### src/hdl/hctb_pkg.sv
`timescale 1ns / 1ps

package hctb_pkg;

  // Default sizes of the block.
  localparam int SYMBOLS_DEF       = 256;
  localparam int COUNT_BITS_DEF    = 32;
  localparam int MAX_CODE_BITS_DEF = 63;

  // Fixed field widths of the result.
  localparam int CODE_W = 64;
  localparam int LEN_W  = 6;
  localparam int BYTE_W = 8;

  // Commands carried on the input side band.
  typedef enum logic [1:0] {
    OP_COUNT = 2'd0,
    OP_BUILD = 2'd1,
    OP_QUERY = 2'd2,
    OP_CLEAR = 2'd3
  } op_t;

  // Result status codes.
  typedef enum logic [1:0] {
    STAT_OK        = 2'd0,
    STAT_NO_DATA   = 2'd1,
    STAT_SATURATED = 2'd2,
    STAT_NOT_BUILT = 2'd3
  } status_t;

  // Sequencer states.
  typedef enum logic [3:0] {
    S_IDLE,
    S_EXEC,
    S_HOLD,
    S_PREP,
    S_SCAN,
    S_SCAN_LAST,
    S_PICK,
    S_T_RD,
    S_T_A,
    S_T_B
  } state_t;

  // Control of the shared minimum unit.
  typedef struct packed {
    logic clear;
    logic sample;
  } scan_ctl_t;

endpackage

### src/hdl/hctb_min.sv
`timescale 1ns / 1ps

module hctb_min
  import hctb_pkg::*;
#(
  parameter int W  = COUNT_BITS_DEF,
  parameter int IW = 8
) (
  input  logic          clk,
  input  logic          rst,
  input  scan_ctl_t     ctl,
  input  logic [W-1:0]  weight,
  input  logic [IW-1:0] index,
  output logic          found,
  output logic [W-1:0]  best_w,
  output logic [IW-1:0] best_i
);

  logic take;

  // A strictly smaller weight replaces the best, so ties keep the earliest index.
  assign take = ctl.sample && (!found || (weight < best_w));

  always_ff @(posedge clk) begin
    if (rst || ctl.clear) begin
      found <= 1'b0;
    end else if (take) begin
      found <= 1'b1;
    end
  end

  always_ff @(posedge clk) begin
    if (take) begin
      best_w <= weight;
      best_i <= index;
    end
  end

endmodule

### config.mk
export PLATFORM = sky130hd
export DESIGN_NAME = hctb_min
export DESIGN_NICKNAME = d
export VERILOG_FILES = /design/src/hdl/hctb_pkg.sv /design/src/hdl/hctb_min.sv
export SDC_FILE = /design/constraint.sdc
export NUM_CORES = 1
export LEC_CHECK = 0
export BUFFER_PORTS_ARGS = -buffer_cell sky130_fd_sc_hd__buf_2
export CAP_MARGIN = 25
export CORE_AREA = 4 4 78 80
export CTS_BUF_LIST = sky130_fd_sc_hd__clkbuf_4
export DETAILED_ROUTE_END_ITERATION = 8
export DIE_AREA = 0 0 82 84
export PLACE_DENSITY = 0.66
export SKIP_CTS_REPAIR_TIMING = 1
export SLEW_MARGIN = 10
export SYNTH_ARGS = -nofsm -noshare
export SYNTH_HDL_FRONTEND = slang
export SYNTH_SLANG_ARGS = --single-unit
### constraint.sdc
create_clock -name clk -period 7.2 [get_ports clk]
set_input_delay 0.72 -clock clk [delete_from_list [all_inputs] [get_ports clk]]
set_output_delay 0.72 -clock clk [all_outputs]
set_load 0.1 [all_outputs]
==> impl_metrics.json <==
{
  "fin_area_sq_um": 2634,
  "met1_usage_pct": 14.08,
  "ys_warn_count": 0,
  "grt_max_degree": 22,
  "timing.hold.ws_ns": 0.5227,
  "slew_violations": 0,
  "routed_wl_um": 4064,
  "critPathCaptureType": "register",
  "synth-seq-area-share_pct": 59.40,
  "grt-ovfl-total": 0,
  "critPathRequiredTime_ns": 7.23,
  "final_util_pct": 48.73,
  "ioPinCount": 85,
  "path_delay_family": "compound AO/OA/AOI/OAI gates",
  "tightest_slew_ns": 0.9988,
  "routedWlPerCell_um": 12.62,
  "critPathBufInv": 2,
  "antenna_found_initial": 1,
  "slowest_delay_ns": 0.88,
  "hp-class": "in2reg",
  "core_area_sq_um": 5405,
  "hold_violations": 0,
  "cts_max_level": 2,
  "area_growth_pct": 28.12,
  "cts_tree": "built",
  "drive_gt1_share_pct": 39.36,
  "route.detailed.drc": 0,
  "drt_pass1_iterations": 4,
  "vias": 1483,
  "dpl_cell_area_sq_um": 2581,
  "yosysUniqueCellTypes": 26,
  "fmax_mhz": 320.1,
  "maxSlewHeadroom_pct": 33.20,
  "rows": 27,
  "max-cap-violations": 0,
  "fin_nets": 323,
  "p_leak_nw": 1.269,
  "dp.final_hpwl_um": 3345,
  "io_buffers": 84,
  "synth_area_sq_um": 2056,
  "vias_per_cell": 4.606,
  "start_util_pct": 38.03,
  "vdd_ir_drop_max_mv": 0.1015,
  "crit_path_top_delay_cell": "a211oi_4",
  "die_w_um": 82,
  "postSynthAreaPerCell_sq_um": 13.18,
  "skew_ns": 0.003185,
  "synth.ff_latch_count": 41,
  "grt_busiest_layer": "met2",
  "use_met2_pct": 20.13,
  "final_antenna_net_count": 0,
  "synth_nets": 231,
  "grt_pass1_wl_um": 6430,
  "clock_latency_ns": 0.34,
  "grt_use_total_pct": 12.15,
  "die_area_sq_um": 6888,
  "chipHeight_um": 84,
  "status": "finished clean",
  "start_kind": "primary input",
  "fin_setup_tns_ns": 0,
  "drtIter0Drc": 81,
  "cts_sinks": 41,
  "grt_pass1_vias": 1453,
  "power.density_nw_per_um2": 217.5,
  "arrival_ns": 3.16,
  "netlist_instances": 156,
  "rsz0062_at_grt": "no",
  "cts_root_buf": "clkbuf_4",
  "fin_crit_sh_pct": 43.39,
  "p_total_w": 0.0005729,
  "path_cells": "buf_2 -> ha_1 -> nand4_1 -> nor3_2 -> a221oi_1 -> o211ai_1 -> a211oi_4 -> buf_4",
  "critPathKind": "in2reg",
  "grtUsageMet3_pct": 4.104,
  "setup_viol": 0,
  "path_max_fanout": 21,
  "clock_path_buffers": 2,
  "clk_pin_slew_worst_paths_ns": 0.12,
  "place_congestion": 0.6739,
  "layout_min_cycle_time_ns": 3.124,
  "numCtsBuffers": 5
}
==> where the power goes <==
| group | leakage (nW) | switching [W] | total, W | internal [W] |
|---|---|---|---|---|
| logic | 0.841 | 0.000141 | 0.000179 | 0.0000376 |
| clock network | 0.0301 | 0.0000727 | 0.000108 | 0.0000354 |
| registers | 0.398 | 0.00000639 | 0.000286 | 0.000280 |
| total | 1.27 | 0.000220 | 0.000573 | 0.000353 |
==> worst paths after layout <==
| path | startpoint | slack, ns | to | cells after the start |
|---|---|---|---|---|
| max reg2reg | best_w[13] | 4.16 | best_w[27] | 8 |
| max | weight[14] | 4.08 | best_w[27] | 8 |
| min reg2reg | found | 0.56 | found | 2 |
| min | rst | 0.52 | found | 2 |
==> cells by family after synthesis <==
kind of cell               synth area share [%]
and+or+nand+nor                           7.851
buffers and inverters                     5.660
DFF                                       59.40
AOI/OAI and AO/OA                         8.217
adders and majority gates                 18.87
==> routing by layer <==
layer  vias up  part of all wire (%)
met1       677                    40
met2        56                    48
met4         0                   1.6
met5         -                     0
met3         7                    11
li1        743                     -
==> registers in the layout, summed over array words and instances, names as in the netlist <==
register	cells
found	1
best_w	32
best_i	8
==> through the flow <==
stage | cells | worst slack [ns]
6_report | 322 | 4.076
5_1_grt | 321 | 3.889
4_1_cts | 321 | 4.063
3_5_place_dp | 313 | 3.691
3_3_place_gp | 313 | 3.696
2_1_floorplan | 156 | 3.134
==> cell usage in the layout (no fill, tap or decap), types with 2 or more instances in the layout <==
cell type,n
buf_2,84
edfxtp_1,40
inv_1,31
ha_1,31
nand2_1,13
a21oi_1,10
clkbuf_4,5
nor2_1,4
nand3_1,3
o21a_1,2
nand4_1,2
o21ai_0,2
a221oi_1,2
o211ai_1,2
clkinv_1,2
==> cell type report <==
type	count	area [sq um]
repair buffers	85	427.9
fillers	518	2771
clock buffers	5	37.54
inverters	31	116.4
multi-input cells	84	725.7
diodes	1	2.502
well taps	72	90.09
flip-flops and latches	41	1221
clock inverters	3	12.51
==> synth_stat cells <==
cell type | n | share of area (%)
a2111oi_4 | 1 | 1.3
a211oi_2 | 1 | 0.61
a21o_1 | 1 | 0.37
a21oi_1 | 10 | 2.4
a221oi_1 | 2 | 0.85
and4_1 | 1 | 0.43
dfxtp_1 | 1 | 0.97
edfxtp_1 | 40 | 58
ha_1 | 31 | 19
inv_1 | 31 | 5.7
nand2_1 | 13 | 2.4
nand2b_2 | 1 | 0.43
nand2b_4 | 1 | 0.67
nand3_1 | 3 | 0.73
nand4_1 | 2 | 0.61
nor2_1 | 4 | 0.73
nor2_2 | 1 | 0.30
nor2b_1 | 1 | 0.30
nor3_1 | 1 | 0.24
nor3_2 | 1 | 0.49
o2111ai_1 | 1 | 0.43
o211ai_1 | 2 | 0.73
o21a_1 | 2 | 0.73
o21ai_0 | 2 | 0.49
o21ai_1 | 1 | 0.24
or4_4 | 1 | 0.55
(Power assumes the default switching activity.)
